$ cat src/design/lrip_div.sv
`timescale 1ns / 1ps
`default_nettype none
// ----------------------------------------------------------------------------
// lrip_div
// Pipelined restoring unsigned divider, one quotient bit per stage.
// ----------------------------------------------------------------------------
module lrip_div #(
   parameter int N = 30,
   parameter int D = 17
) (
   input  logic         clock,
   input  logic [N-1:0] dividend,
   input  logic [D-1:0] divisor,
   output logic [N-1:0] quotient
);

   logic [D-1:0] rem_ff [0:N-1];
   logic [D-1:0] rem_in [0:N-1];
   logic [N-1:0] num_ff [0:N-1];
   logic [N-1:0] num_in [0:N-1];
   logic [D-1:0] dvs_ff [0:N-1];
   logic [D-1:0] dvs_in [0:N-1];

   always_comb begin
      logic [D-1:0] rp;
      logic [N-1:0] np;
      logic [D-1:0] dp;
      logic [D:0]   cur;
      logic         ge;
      for (int k = 0; k < N; k++) begin
         if (k == 0) begin
            rp = '0;
            np = dividend;
            dp = divisor;
         end else begin
            rp = rem_ff[k-1];
            np = num_ff[k-1];
            dp = dvs_ff[k-1];
         end
         cur = {rp, np[N-1]};
         ge  = (cur >= {1'b0, dp});
         rem_in[k] = ge ? D'(cur - {1'b0, dp}) : D'(cur);
         num_in[k] = {np[N-2:0], ge};
         dvs_in[k] = dp;
      end
   end

   always_ff @(posedge clock) begin
      rem_ff <= rem_in;
      num_ff <= num_in;
      dvs_ff <= dvs_in;
   end

   assign quotient = num_ff[N-1];

endmodule
`default_nettype wire

$ cat config.mk
export PLATFORM = sky130hd
export DESIGN_NAME = lrip_div
export DESIGN_NICKNAME = d
export VERILOG_FILES = /design/src/design/lrip_div.sv
export SDC_FILE = /design/constraint.sdc
export NUM_CORES = 2
export LEC_CHECK = 0
export BUFFER_PORTS_ARGS = -buffer_cell sky130_fd_sc_hd__buf_2
export CAP_MARGIN = 5
export CELL_PAD_IN_SITES_DETAIL_PLACEMENT = 1
export CELL_PAD_IN_SITES_GLOBAL_PLACEMENT = 1
export CORE_MARGIN = 2
export CORE_UTILIZATION = 30
export DETAILED_ROUTE_END_ITERATION = 6
export PLACE_DENSITY = 0.49
export SLEW_MARGIN = 0
export SYNTH_ARGS = -nofsm -noshare
export SYNTH_HDL_FRONTEND = slang
export SYNTH_SLANG_ARGS = --single-unit
$ cat constraint.sdc
create_clock -name clock -period 3.8 [get_ports clock]
set_input_delay 0.76 -clock clock [delete_from_list [all_inputs] [get_ports clock]]
set_output_delay 0.76 -clock clock [all_outputs]
set_load 0.03 [all_outputs]
==> out/qor.txt <==
HPWL after DPL -> 111500 um
final routed wire length divided by cell count -> 15.69 um
f_max -> 292.7 MHz
Final Max Slew Viols -> 0
number of warnings printed during yosys synthesis -> 0
number of DRC markers after the initial detailed-route iteration -> 1379
synthesized area per cell -> 11.09 sq um
number of buffers added on ports -> 77
Vias -> 41911
buffer and inverter count on the worst path -> 2
total global routing track utilization -> 0.1313
height of the die -> 477.7 um
final setup violating endpoints -> 0
count of final hold-check violations -> 0
Sequential Power Share -> 0.383
XOR/XNOR share of the synthesized area -> 0.04802
Max stage delay on crit path -> 850 ps
HP Class -> input pin to flop
share of Yosys cell area claimed by the top area cell type -> 0.5609
remaining antenna violation count after routing -> 0
Tightest Pin Transition -> 1246 ps
summed negative setup slack over all endpoints -> 0 ps
Most used DFF post-synth -> sky130_fd_sc_hd__dfxtp_1
min cycle time layout -> 3416 ps
weighted congestion reported at the end of routability-driven placement -> 0.8221
worst hold margin -> 198.8 ps
maximum fanout along the worst path -> 18
worst endpoint data arrival time -> 4130 ps
critical register-to-register path endpoint -> rem_ff[248]
dominant combinational cell family by area after synthesis -> compound AO/OA/AOI/OAI gates
synth top area cells -> sky130_fd_sc_hd__dfxtp_1, sky130_fd_sc_hd__ha_1, sky130_fd_sc_hd__mux2_2, sky130_fd_sc_hd__inv_1, sky130_fd_sc_hd__xnor2_1
cell repeated most along the worst path -> sky130_fd_sc_hd__inv_1
TritonCTS clock tree -> built
count of mapped cells out of synthesis -> 6068
IR Drop Worst-Case VDD -> 0.0004587 V
initial core utilization -> 0.3022
Root Driver -> sky130_fd_sc_hd__clkbuf_16
multiplexer area fraction after synthesis -> 0.05575
global-route wire length before repair -> 242900 um
antenna violations before repair -> 5
mean number of vias per cell -> 4.410
via count of the first global-routing pass -> 45084
Critical Path Slowest Stage Cell -> sky130_fd_sc_hd__a21oi_2
first-pass iteration count of the detailed router -> 5
HP Start -> dividend[29]
Clock Tree Buf Depth -> 3
clock insertion delay at the later pin of the skew report -> 860 ps
post-synthesis adder-cell area fraction -> 0.1003
outcome -> complete, no violations
hold endpoint -> rem_ff[493]
asr flop ratio synth -> 0
largest delay contributor family on the critical path -> compound AO/OA/AOI/OAI gates
nets in the synthesized netlist -> 6639
nature of the critical path endpoint -> flop
clock group share of total power -> 0.326
count of max-cap constraint violations -> 0
pin count of the biggest net entering global routing -> 35
Synth Register Bits -> 1886
worst reg2reg setup slack -> 380 ps
DR DRC count -> 0
Yosys cell types -> 83
leftover overflow at the end of global routing -> 0
kind of critical path -> flop to flop
pre-CTS worst setup slack -> 303.6 ps
number of buffers created by CTS -> 211
number of sinks on the clock net -> 1886
share of the synthesized area in compound gates (AO/OA/AOI/OAI) -> 0.1195
final non-filler cell area -> 79240 sq um
sequential fraction of the synthesis area -> 0.5609
Post-synth top cells -> sky130_fd_sc_hd__dfxtp_1, sky130_fd_sc_hd__inv_1, sky130_fd_sc_hd__ha_1
ordered cell list for the critical path -> inv_1 > ha_1 > inv_1 > fa_1 > a21o_1 > a21oi_1 > o21bai_1 > a31oi_1 > o21ai_0 > o31ai_1 > a21oi_2 > mux2_2
Slew headroom -> 0.1695
unrepaired setup endpoints after global routing -> no
number of post-CTS setup repair buffers -> 0
reg-to-reg startpoint -> num_ff[479]
filler instances -> 24182
total internal power -> 44.90 mW
Core ar. -> 222700 sq um
crit share post-route -> 0.8991
Hold Path Depth -> 3
cell area after placement -> 71260 sq um
total chip power -> 65.11 mW
area added between synthesis and finish -> 17.72%
netlist area before placement -> 67310 sq um
clock transition at the registers of the reported paths -> 60 ps
H-tree Lvls -> 4
depth of the worst register-to-register path -> 12
library cell with the highest instance count after synthesis -> sky130_fd_sc_hd__dfxtp_1
Final #Nets -> 6921
post-synthesis share of cell area spent on and, or, nand and nor gates -> 0.07255
total number of placement rows -> 173
total detailed-routing wirelength -> 149100 um
Die Span X -> 477.7 um
crit start category -> flop
Lkg Pwr -> 35.68 nW
share of cells above drive strength 1 -> 0.1321
Gate power share -> 0.291
EDFF count, synth -> 0
switching power total -> 20.21 mW
Ports -> 78
biggest area consumer among synthesized cells -> sky130_fd_sc_hd__dfxtp_1
switching share of power -> 0.3104
total power divided by cell area -> 821.7 nW/um^2
post-route setup slack -> 383.6 ps
area of the die -> 228200 sq um
required time at the endpoint of the critical path -> 4520 ps
largest clock skew in the final design -> 67.61 ps
-- worst max-delay path by stage --
stage	slack (ps)	depth (start not counted)	end	start
6_report	380	12	rem_ff[248]	num_ff[479]
5_1_grt	100	12	rem_ff[247]	num_ff[479]
4_1_cts	260	12	rem_ff[341]	num_ff[659]
3_5_place_dp	300	12	rem_ff[348]	num_ff[659]
3_3_place_gp	330	12	rem_ff[343]	num_ff[659]
2_1_floorplan	740	13	rem_ff[331]	num_ff[629]
-- final cells by class --
class | instances | area, sq um | area share
Sequential cell | 1886 | 37760 | 0.4765
Clock inverter | 105 | 1513 | 0.01909
Tap cell | 2975 | 3722 | 0.04698
Multi-Input combinational cell | 3465 | 26710 | 0.3371
Inverter | 615 | 2308 | 0.02913
Timing Repair Buffer | 171 | 1231 | 0.01554
Clock buffer | 284 | 5984 | 0.07553
Antenna cell | 3 | 7.507 | 0.00009474
-- repair_timing --
action | in CTS | in global routing
endpoints found under the setup margin | 0 | 14
hold buffers | 46 | 0
endpoints found under the hold margin | 46 | 0
gates resized for setup | 0 | 1
-- registers in the layout, indices dropped and copies added (netlist names) --
signal and count:
dvs_ff 493, num_ff 870, rem_ff 493, quotient 30
-- logic make-up (layout without fill, tap and decap cells) --
family | after synthesis | in the layout
compound gates | 1218 | 1218
xor+xnor | 369 | 369
fa+ha+maj | 523 | 523
buf+inv | 717 | 1175
flops | 1886 | 1886
mux | 334 | 334
other cells | 0 | 3
simple gates | 1021 | 1021
-- cell usage in the layout (no fill, tap or decap), types with 29 or more instances in the layout --
cell / instances
sky130_fd_sc_hd__clkbuf_8: 43
sky130_fd_sc_hd__mux2_2: 294
sky130_fd_sc_hd__nor2_1: 280
sky130_fd_sc_hd__xnor2_1: 223
sky130_fd_sc_hd__buf_4: 46
sky130_fd_sc_hd__or3_1: 34
sky130_fd_sc_hd__a31oi_1: 36
sky130_fd_sc_hd__and3_1: 31
sky130_fd_sc_hd__ha_1: 495
sky130_fd_sc_hd__o21bai_1: 61
sky130_fd_sc_hd__inv_1: 612
sky130_fd_sc_hd__nor2b_1: 69
sky130_fd_sc_hd__o21ai_0: 234
sky130_fd_sc_hd__dlygate4sd3_1: 46
sky130_fd_sc_hd__dfxtp_1: 1886
sky130_fd_sc_hd__nand3_1: 66
sky130_fd_sc_hd__clkbuf_1: 30
sky130_fd_sc_hd__a21oi_1: 339
sky130_fd_sc_hd__nand4_1: 74
sky130_fd_sc_hd__nand2b_1: 40
sky130_fd_sc_hd__o21a_1: 49
sky130_fd_sc_hd__o211ai_1: 29
sky130_fd_sc_hd__a211oi_1: 40
sky130_fd_sc_hd__xor2_1: 146
sky130_fd_sc_hd__buf_2: 77
sky130_fd_sc_hd__mux2i_1: 31
sky130_fd_sc_hd__clkinv_2: 43
sky130_fd_sc_hd__nand2_1: 261
sky130_fd_sc_hd__nor3_1: 92
sky130_fd_sc_hd__clkbuf_16: 211
sky130_fd_sc_hd__a21o_1: 198
-- power groups by stage --
stage                     clock [mW]  combinational, mW  sequential [mW]
final                           21.2               18.9             24.9
after global routing            23.0               21.3             25.3
after floorplan                    0               15.1             24.5
after detailed placement           0               19.0             25.5
after CTS                       22.1               19.2             25.1
after global placement             0               18.8             25.5
-- worst register-to-register path, stage by stage (launching register included) --
cell,delay (ps)
sky130_fd_sc_hd__dfxtp_1,300
sky130_fd_sc_hd__inv_1,40
sky130_fd_sc_hd__ha_1,200
sky130_fd_sc_hd__inv_1,70
sky130_fd_sc_hd__fa_1,200
sky130_fd_sc_hd__a21o_1,130
sky130_fd_sc_hd__a21oi_1,90
sky130_fd_sc_hd__o21bai_1,240
sky130_fd_sc_hd__a31oi_1,200
sky130_fd_sc_hd__o21ai_0,390
sky130_fd_sc_hd__o31ai_1,150
sky130_fd_sc_hd__a21oi_2,850
sky130_fd_sc_hd__mux2_2,430
-- through the flow --
| step | instances | utilization |
|---|---|---|
| 2_1_floorplan | 6068 | - |
| 3_3_place_gp | 9066 | 0.3199 |
| 3_5_place_dp | 9066 | 0.3199 |
| 4_1_cts | 9501 | 0.3557 |
| 5_1_grt | 9503 | 0.3557 |
| 6_report | 9504 | 0.3557 |
-- per-layer routing --
layer | GRT usage | vias to the layer above | share of wire
met5 | 0 | - | 0
met4 | 0.04733 | 0 | 0.032
met3 | 0.02444 | 289 | 0.030
met2 | 0.2207 | 414 | 0.47
met1 | 0.1671 | 19915 | 0.47
li1 | - | 21293 | -
(Power assumes the default switching activity.)
