==> src/design/lrip_pkg.sv <==
`timescale 1ns / 1ps
`default_nettype none
// ----------------------------------------------------------------------------
// lrip_pkg
// Shared constants, types and tables of the lidar range image projection.
// ----------------------------------------------------------------------------
package lrip_pkg;

   localparam int DEG90        = 23040;
   localparam int DEG180       = 46080;
   localparam int DEG360       = 92160;
   localparam int CORDIC_STEPS = 16;
   localparam int SQRT_IN_W    = 40;
   localparam int SQRT_OUT_W   = 20;

   localparam logic [2:0] CSR_ROW_COUNT    = 3'd0;
   localparam logic [2:0] CSR_COLUMN_COUNT = 3'd1;
   localparam logic [2:0] CSR_ANGLE_TOP    = 3'd2;
   localparam logic [2:0] CSR_ANGLE_BOTTOM = 3'd3;
   localparam logic [2:0] CSR_MIN_RANGE    = 3'd4;

   localparam logic [6:0]  RST_ROW_COUNT    = 7'd16;
   localparam logic [11:0] RST_COLUMN_COUNT = 12'd1800;
   localparam logic [14:0] RST_ANGLE_TOP    = 15'd3840;
   localparam logic [14:0] RST_ANGLE_BOTTOM = 15'd3840;
   localparam logic [19:0] RST_MIN_RANGE    = 20'd100;

   typedef struct packed {
      logic signed [39:0] x;
      logic signed [39:0] y;
      logic signed [24:0] z;
      logic               num_neg;
      logic               den_neg;
   } cordic_type;

   // atan(2^-i) in 1/65536 degree
   function automatic logic [21:0] atan_entry(input int step);
      logic [21:0] v;
      case (step)
         0: v = 22'd2949120;
         1: v = 22'd1740967;
         2: v = 22'd919879;
         3: v = 22'd466945;
         4: v = 22'd234379;
         5: v = 22'd117304;
         6: v = 22'd58666;
         7: v = 22'd29335;
         8: v = 22'd14668;
         9: v = 22'd7334;
         10: v = 22'd3667;
         11: v = 22'd1833;
         12: v = 22'd917;
         13: v = 22'd458;
         14: v = 22'd229;
         15: v = 22'd115;
         default: v = 22'd0;
      endcase
      return v;
   endfunction

   function automatic int div_width(input int max_rows, input int max_cols);
      int rw;
      int cw;
      rw = $clog2(max_rows + 1);
      cw = $clog2(max_cols + 1);
      return ((16 + rw) > (18 + cw)) ? (16 + rw) : (18 + cw);
   endfunction

   function automatic int latency(input int max_rows, input int max_cols);
      return 3 + SQRT_OUT_W + 1 + CORDIC_STEPS + 3 + div_width(max_rows, max_cols) + 2;
   endfunction

endpackage
`default_nettype wire

==> src/design/lrip_isqrt.sv <==
`timescale 1ns / 1ps
`default_nettype none
// ----------------------------------------------------------------------------
// lrip_isqrt
// Pipelined floor integer square root, one result bit per stage.
// ----------------------------------------------------------------------------
module lrip_isqrt (
   input  logic                                clock,
   input  logic [lrip_pkg::SQRT_IN_W-1:0]      radicand,
   output logic [lrip_pkg::SQRT_OUT_W-1:0]     root
);

   localparam int STEPS = lrip_pkg::SQRT_OUT_W;
   localparam int IN_W  = lrip_pkg::SQRT_IN_W;
   localparam int REM_W = STEPS + 2;

   logic [REM_W-1:0] rem_ff  [0:STEPS-1];
   logic [REM_W-1:0] rem_in  [0:STEPS-1];
   logic [STEPS-1:0] root_ff [0:STEPS-1];
   logic [STEPS-1:0] root_in [0:STEPS-1];
   logic [IN_W-1:0]  rad_ff  [0:STEPS-1];
   logic [IN_W-1:0]  rad_in  [0:STEPS-1];

   always_comb begin
      logic [REM_W-1:0] rp;
      logic [STEPS-1:0] op;
      logic [IN_W-1:0]  dp;
      logic [REM_W+1:0] cur;
      logic [REM_W+1:0] trial;
      for (int k = 0; k < STEPS; k++) begin
         if (k == 0) begin
            rp = '0;
            op = '0;
            dp = radicand;
         end else begin
            rp = rem_ff[k-1];
            op = root_ff[k-1];
            dp = rad_ff[k-1];
         end
         cur   = {rp, dp[IN_W-1 -: 2]};
         trial = {2'b00, op, 2'b01};
         if (cur >= trial) begin
            rem_in[k]  = REM_W'(cur - trial);
            root_in[k] = {op[STEPS-2:0], 1'b1};
         end else begin
            rem_in[k]  = REM_W'(cur);
            root_in[k] = {op[STEPS-2:0], 1'b0};
         end
         rad_in[k] = {dp[IN_W-3:0], 2'b00};
      end
   end

   always_ff @(posedge clock) begin
      rem_ff  <= rem_in;
      root_ff <= root_in;
      rad_ff  <= rad_in;
   end

   assign root = root_ff[STEPS-1];

endmodule
`default_nettype wire

==> config.mk <==
export PLATFORM = sky130hd
export DESIGN_NAME = lrip_isqrt
export DESIGN_NICKNAME = d
export VERILOG_FILES = /design/src/design/lrip_pkg.sv /design/src/design/lrip_isqrt.sv
export SDC_FILE = /design/constraint.sdc
export NUM_CORES = 1
export LEC_CHECK = 0
export BUFFER_PORTS_ARGS = -buffer_cell sky130_fd_sc_hd__buf_4
export CORE_AREA = 4 4 360 362
export CTS_BUF_LIST = sky130_fd_sc_hd__clkbuf_4 sky130_fd_sc_hd__clkbuf_8
export DETAILED_ROUTE_END_ITERATION = 10
export DIE_AREA = 0 0 364 366
export PLACE_DENSITY = 0.48
export SYNTH_ARGS = -nofsm -noshare
export SYNTH_HDL_FRONTEND = slang
export SYNTH_SLANG_ARGS = --single-unit
==> constraint.sdc <==
create_clock -name clock -period 4.3 [get_ports clock]
set_clock_uncertainty 0.2 [all_clocks]
set_input_delay 0.645 -clock clock [delete_from_list [all_inputs] [get_ports clock]]
set_output_delay 0.645 -clock clock [all_outputs]
set_load 0.03 [all_outputs]
==> results_dict.tcl <==
set metrics [dict create \
    cts.clk_slew.worst_paths_ns 0.06 \
    die_x_um 364 \
    drt_wl_total_um 64980 \
    fp-row-count 131 \
    min_path_cells 0 \
    cp_cell_sequence "inv_1, ha_1, nor2b_1, o31a_1, o41a_1, a21o_1, a41oi_1, o31ai_4, buf_4, mux2_2" \
    syn2layout_area_growth_pct 18.24 \
    hold_buffers 41 \
    finalCritPeriodShare_pct 78.68 \
    synth_area_um2 35100 \
    ys_warn_count 0 \
    worstPathArrival_ns 3.93 \
    path_buf_inv 2 \
    cp-end-kind "flop" \
    startpoint_type "flop" \
    cap_violations 0 \
    floorplan.initialDensity_pct 27.71 \
    ys_types 86 \
    setup_viol 0 \
    cp_top_family "compound AO/OA/AOI/OAI gates" \
    antenna_left 0 \
    r2r_slack_ns 0.92 \
    drc 0 \
    pre_cts_ws_ns 0.9118 \
    gp_congestion 0.8915 \
    dieHeight_um 366 \
    rsz0062_at_grt "false" \
    synthArstFlopShare_pct 0 \
    crit_fanout 21 \
    grt_busiest_layer "met2" \
    power_mw 24.48 \
    port_buffers 60 \
    cts_resized 0 \
    finalHoldViolCount 0 \
    post-route-util_pct 32.76 \
    synthCells 3401 \
    dr.pass1.iters 5 \
    post_cts_buffers 0 \
    grt-ovfl-total 0 \
    post-dp-hpwl_um 47330 \
    cts_tree "built" \
    layout-drive-gt1-share_pct 11.79 \
    synth_edf_count 0 \
    pin_count 61 \
    maxSlewHeadroom_pct 23.58 \
    wl_per_cell_um 12.03 \
    path_depth 10 \
    core_um2 126700 \
    clk_path_buf_depth 3 \
    ir_worst_vdd_mv 0.2847 \
    synth_ff_type "dfxtp_1" \
    crit_type "flop to flop" \
    worst_hold_slack_ns 0.1060 \
    use_met3_pct 2.935 \
    required_ns 4.84 \
    cpPeakStageDelay_ns 0.80 \
    tns_ns 0 \
    status "finished clean" \
    p_leak_nw 18.99 \
    drv_slew 0 \
    antenna_found_initial 2 \
    slowest_stage "o31ai_4" \
    clock-root-buffer "clkbuf_8" \
    clock_latency_ns 0.84 \
    rr_worst_depth 10 \
    min_path_type "flop to flop" \
    use_met2_pct 15.45 \
    postSynthAreaPerCell_um2 10.32 \
    nFillCells 12996 \
    final.setup.worst_slack_ns 0.9166 \
    power_density_nw_per_um2 589.9 \
    finalNetCount 3886 \
    grt_max_degree 39 \
    drtIter0Drc 1014 \
    die_area_um2 133200 \
    finalCriticalPeriod_ns 3.383 \
    cts_sinks 971 \
    syn-num-nets 3672 \
    grt_usage_pct 9.872 \
    cts_inserted_buffers 164 \
    fmax_ghz 0.2956 \
    vias 23004 \
    grt_pass1_vias 22970 \
    viasPerCell 4.257 \
    ys_seq_elements 971 \
    grt_pass1_wl_um 110200 \
    seq_area_frac_synth_pct 55.38 \
    h-tree-depth 4 \
    grt_use_met1_pct 12.51 \
    worst_pin_slew_ns 1.146 \
]
-- worst register-to-register path, cell delays in order, from the launching register on --
cell and delay (ns):
dfxtp_1 0.32, inv_1 0.04, ha_1 0.32, nor2b_1 0.19, o31a_1 0.19, o41a_1 0.18, a21o_1 0.21, a41oi_1 0.10
o31ai_4 0.80, buf_4 0.35, mux2_2 0.37
-- power by group --
group          total [mW]  switching, mW  internal (mW)
clock                8.76           3.64           5.12
combinational        4.16           2.19           1.98
sequential           11.6           1.01           10.5
-- final timing paths --
check / end / startpoint
min reg2reg: rad_ff[502] / rad_ff[540]
max reg2reg: rem_ff[36] / root_ff[40]
max: rem_ff[36] / root_ff[40]
min: rad_ff[502] / rad_ff[540]
-- sequential cells by signal, summed over array words and instances, names as in the netlist --
signal / flops
root: 20
root_ff: 190
rad_ff: 380
rem_ff: 381
-- per-layer routing --
layer / up-vias / share of wire (%)
met4: 0 / 3.0
met2: 399 / 45
met5: - / 0
met1: 10398 / 48
li1: 12057 / -
met3: 150 / 4.7
-- logic make-up (layout without fill, tap and decap cells) --
family	count (synthesis)	count (layout)	share of synthesized area (%)
compound gates	652	652	11.41
flops	971	971	55.38
simple gates	857	857	12.24
other cells	1	4	0.01068
fa+ha+maj	230	230	8.198
mux	45	45	1.412
xor+xnor	295	295	7.361
buf+inv	350	688	3.996
-- Yosys cell counts (8+ instances only) --
| library cell | instances | share of area (%) |
|---|---|---|
| or3_1 | 37 | 0.66 |
| ha_1 | 230 | 8.2 |
| o21bai_1 | 19 | 0.41 |
| mux2_2 | 33 | 1.1 |
| clkbuf_1 | 42 | 0.45 |
| o21ai_0 | 151 | 2.2 |
| xor2_1 | 128 | 3.2 |
| a2111oi_0 | 8 | 0.20 |
| nor2b_1 | 37 | 0.66 |
| a31oi_1 | 18 | 0.32 |
| xnor2_1 | 167 | 4.2 |
| inv_1 | 277 | 3.0 |
| o21a_1 | 42 | 0.90 |
| a21oi_1 | 227 | 3.2 |
| o211ai_1 | 20 | 0.43 |
| or4_1 | 10 | 0.21 |
| o31ai_1 | 19 | 0.41 |
| buf_4 | 20 | 0.43 |
| nand3b_1 | 12 | 0.26 |
| or2_2 | 19 | 0.34 |
| nand2b_1 | 40 | 0.71 |
| nor3_1 | 91 | 1.3 |
| nand2_1 | 202 | 2.2 |
| nor4_1 | 46 | 0.82 |
| nor2_1 | 224 | 2.4 |
| a21o_1 | 55 | 1.2 |
| a211oi_1 | 23 | 0.49 |
| and3_1 | 11 | 0.20 |
| mux2i_1 | 9 | 0.26 |
| dfxtp_1 | 971 | 55 |
| nand4_1 | 33 | 0.59 |
| nand3_1 | 50 | 0.71 |
-- layout by cell type (no fill, tap or decap), drive strengths merged, types with 46 or more instances in the layout --
cell type / netlist / final
a21o: 55 / 55
a21oi: 227 / 227
buf: 30 / 79
clkbuf: 42 / 261
dfxtp: 971 / 971
ha: 230 / 230
inv: 277 / 284
nand2: 202 / 202
nand3: 50 / 50
nor2: 225 / 225
nor3: 92 / 92
nor4: 46 / 46
o21ai: 158 / 158
xnor2: 167 / 167
xor2: 128 / 128
-- layout make-up --
type / count / area, µm² / area share (%)
diodes: 3 / 7.507 / 0.01809
clock buffers: 261 / 3236 / 7.795
clock inverters: 29 / 411.6 / 0.9918
inverters: 278 / 1044 / 2.514
multi-input cells: 2080 / 14290 / 34.42
flip-flops and latches: 971 / 19440 / 46.83
well taps: 1662 / 2079 / 5.010
repair buffers: 120 / 1003 / 2.418
-- metrics by stage --
step	area (µm²)	std cells
after floorplan	35100	3401
after global placement	37440	5070
after detailed placement	37440	5070
after CTS	41500	5401
after global routing	41510	5404
final	41510	5404
Power figures use the tool's default switching activity.
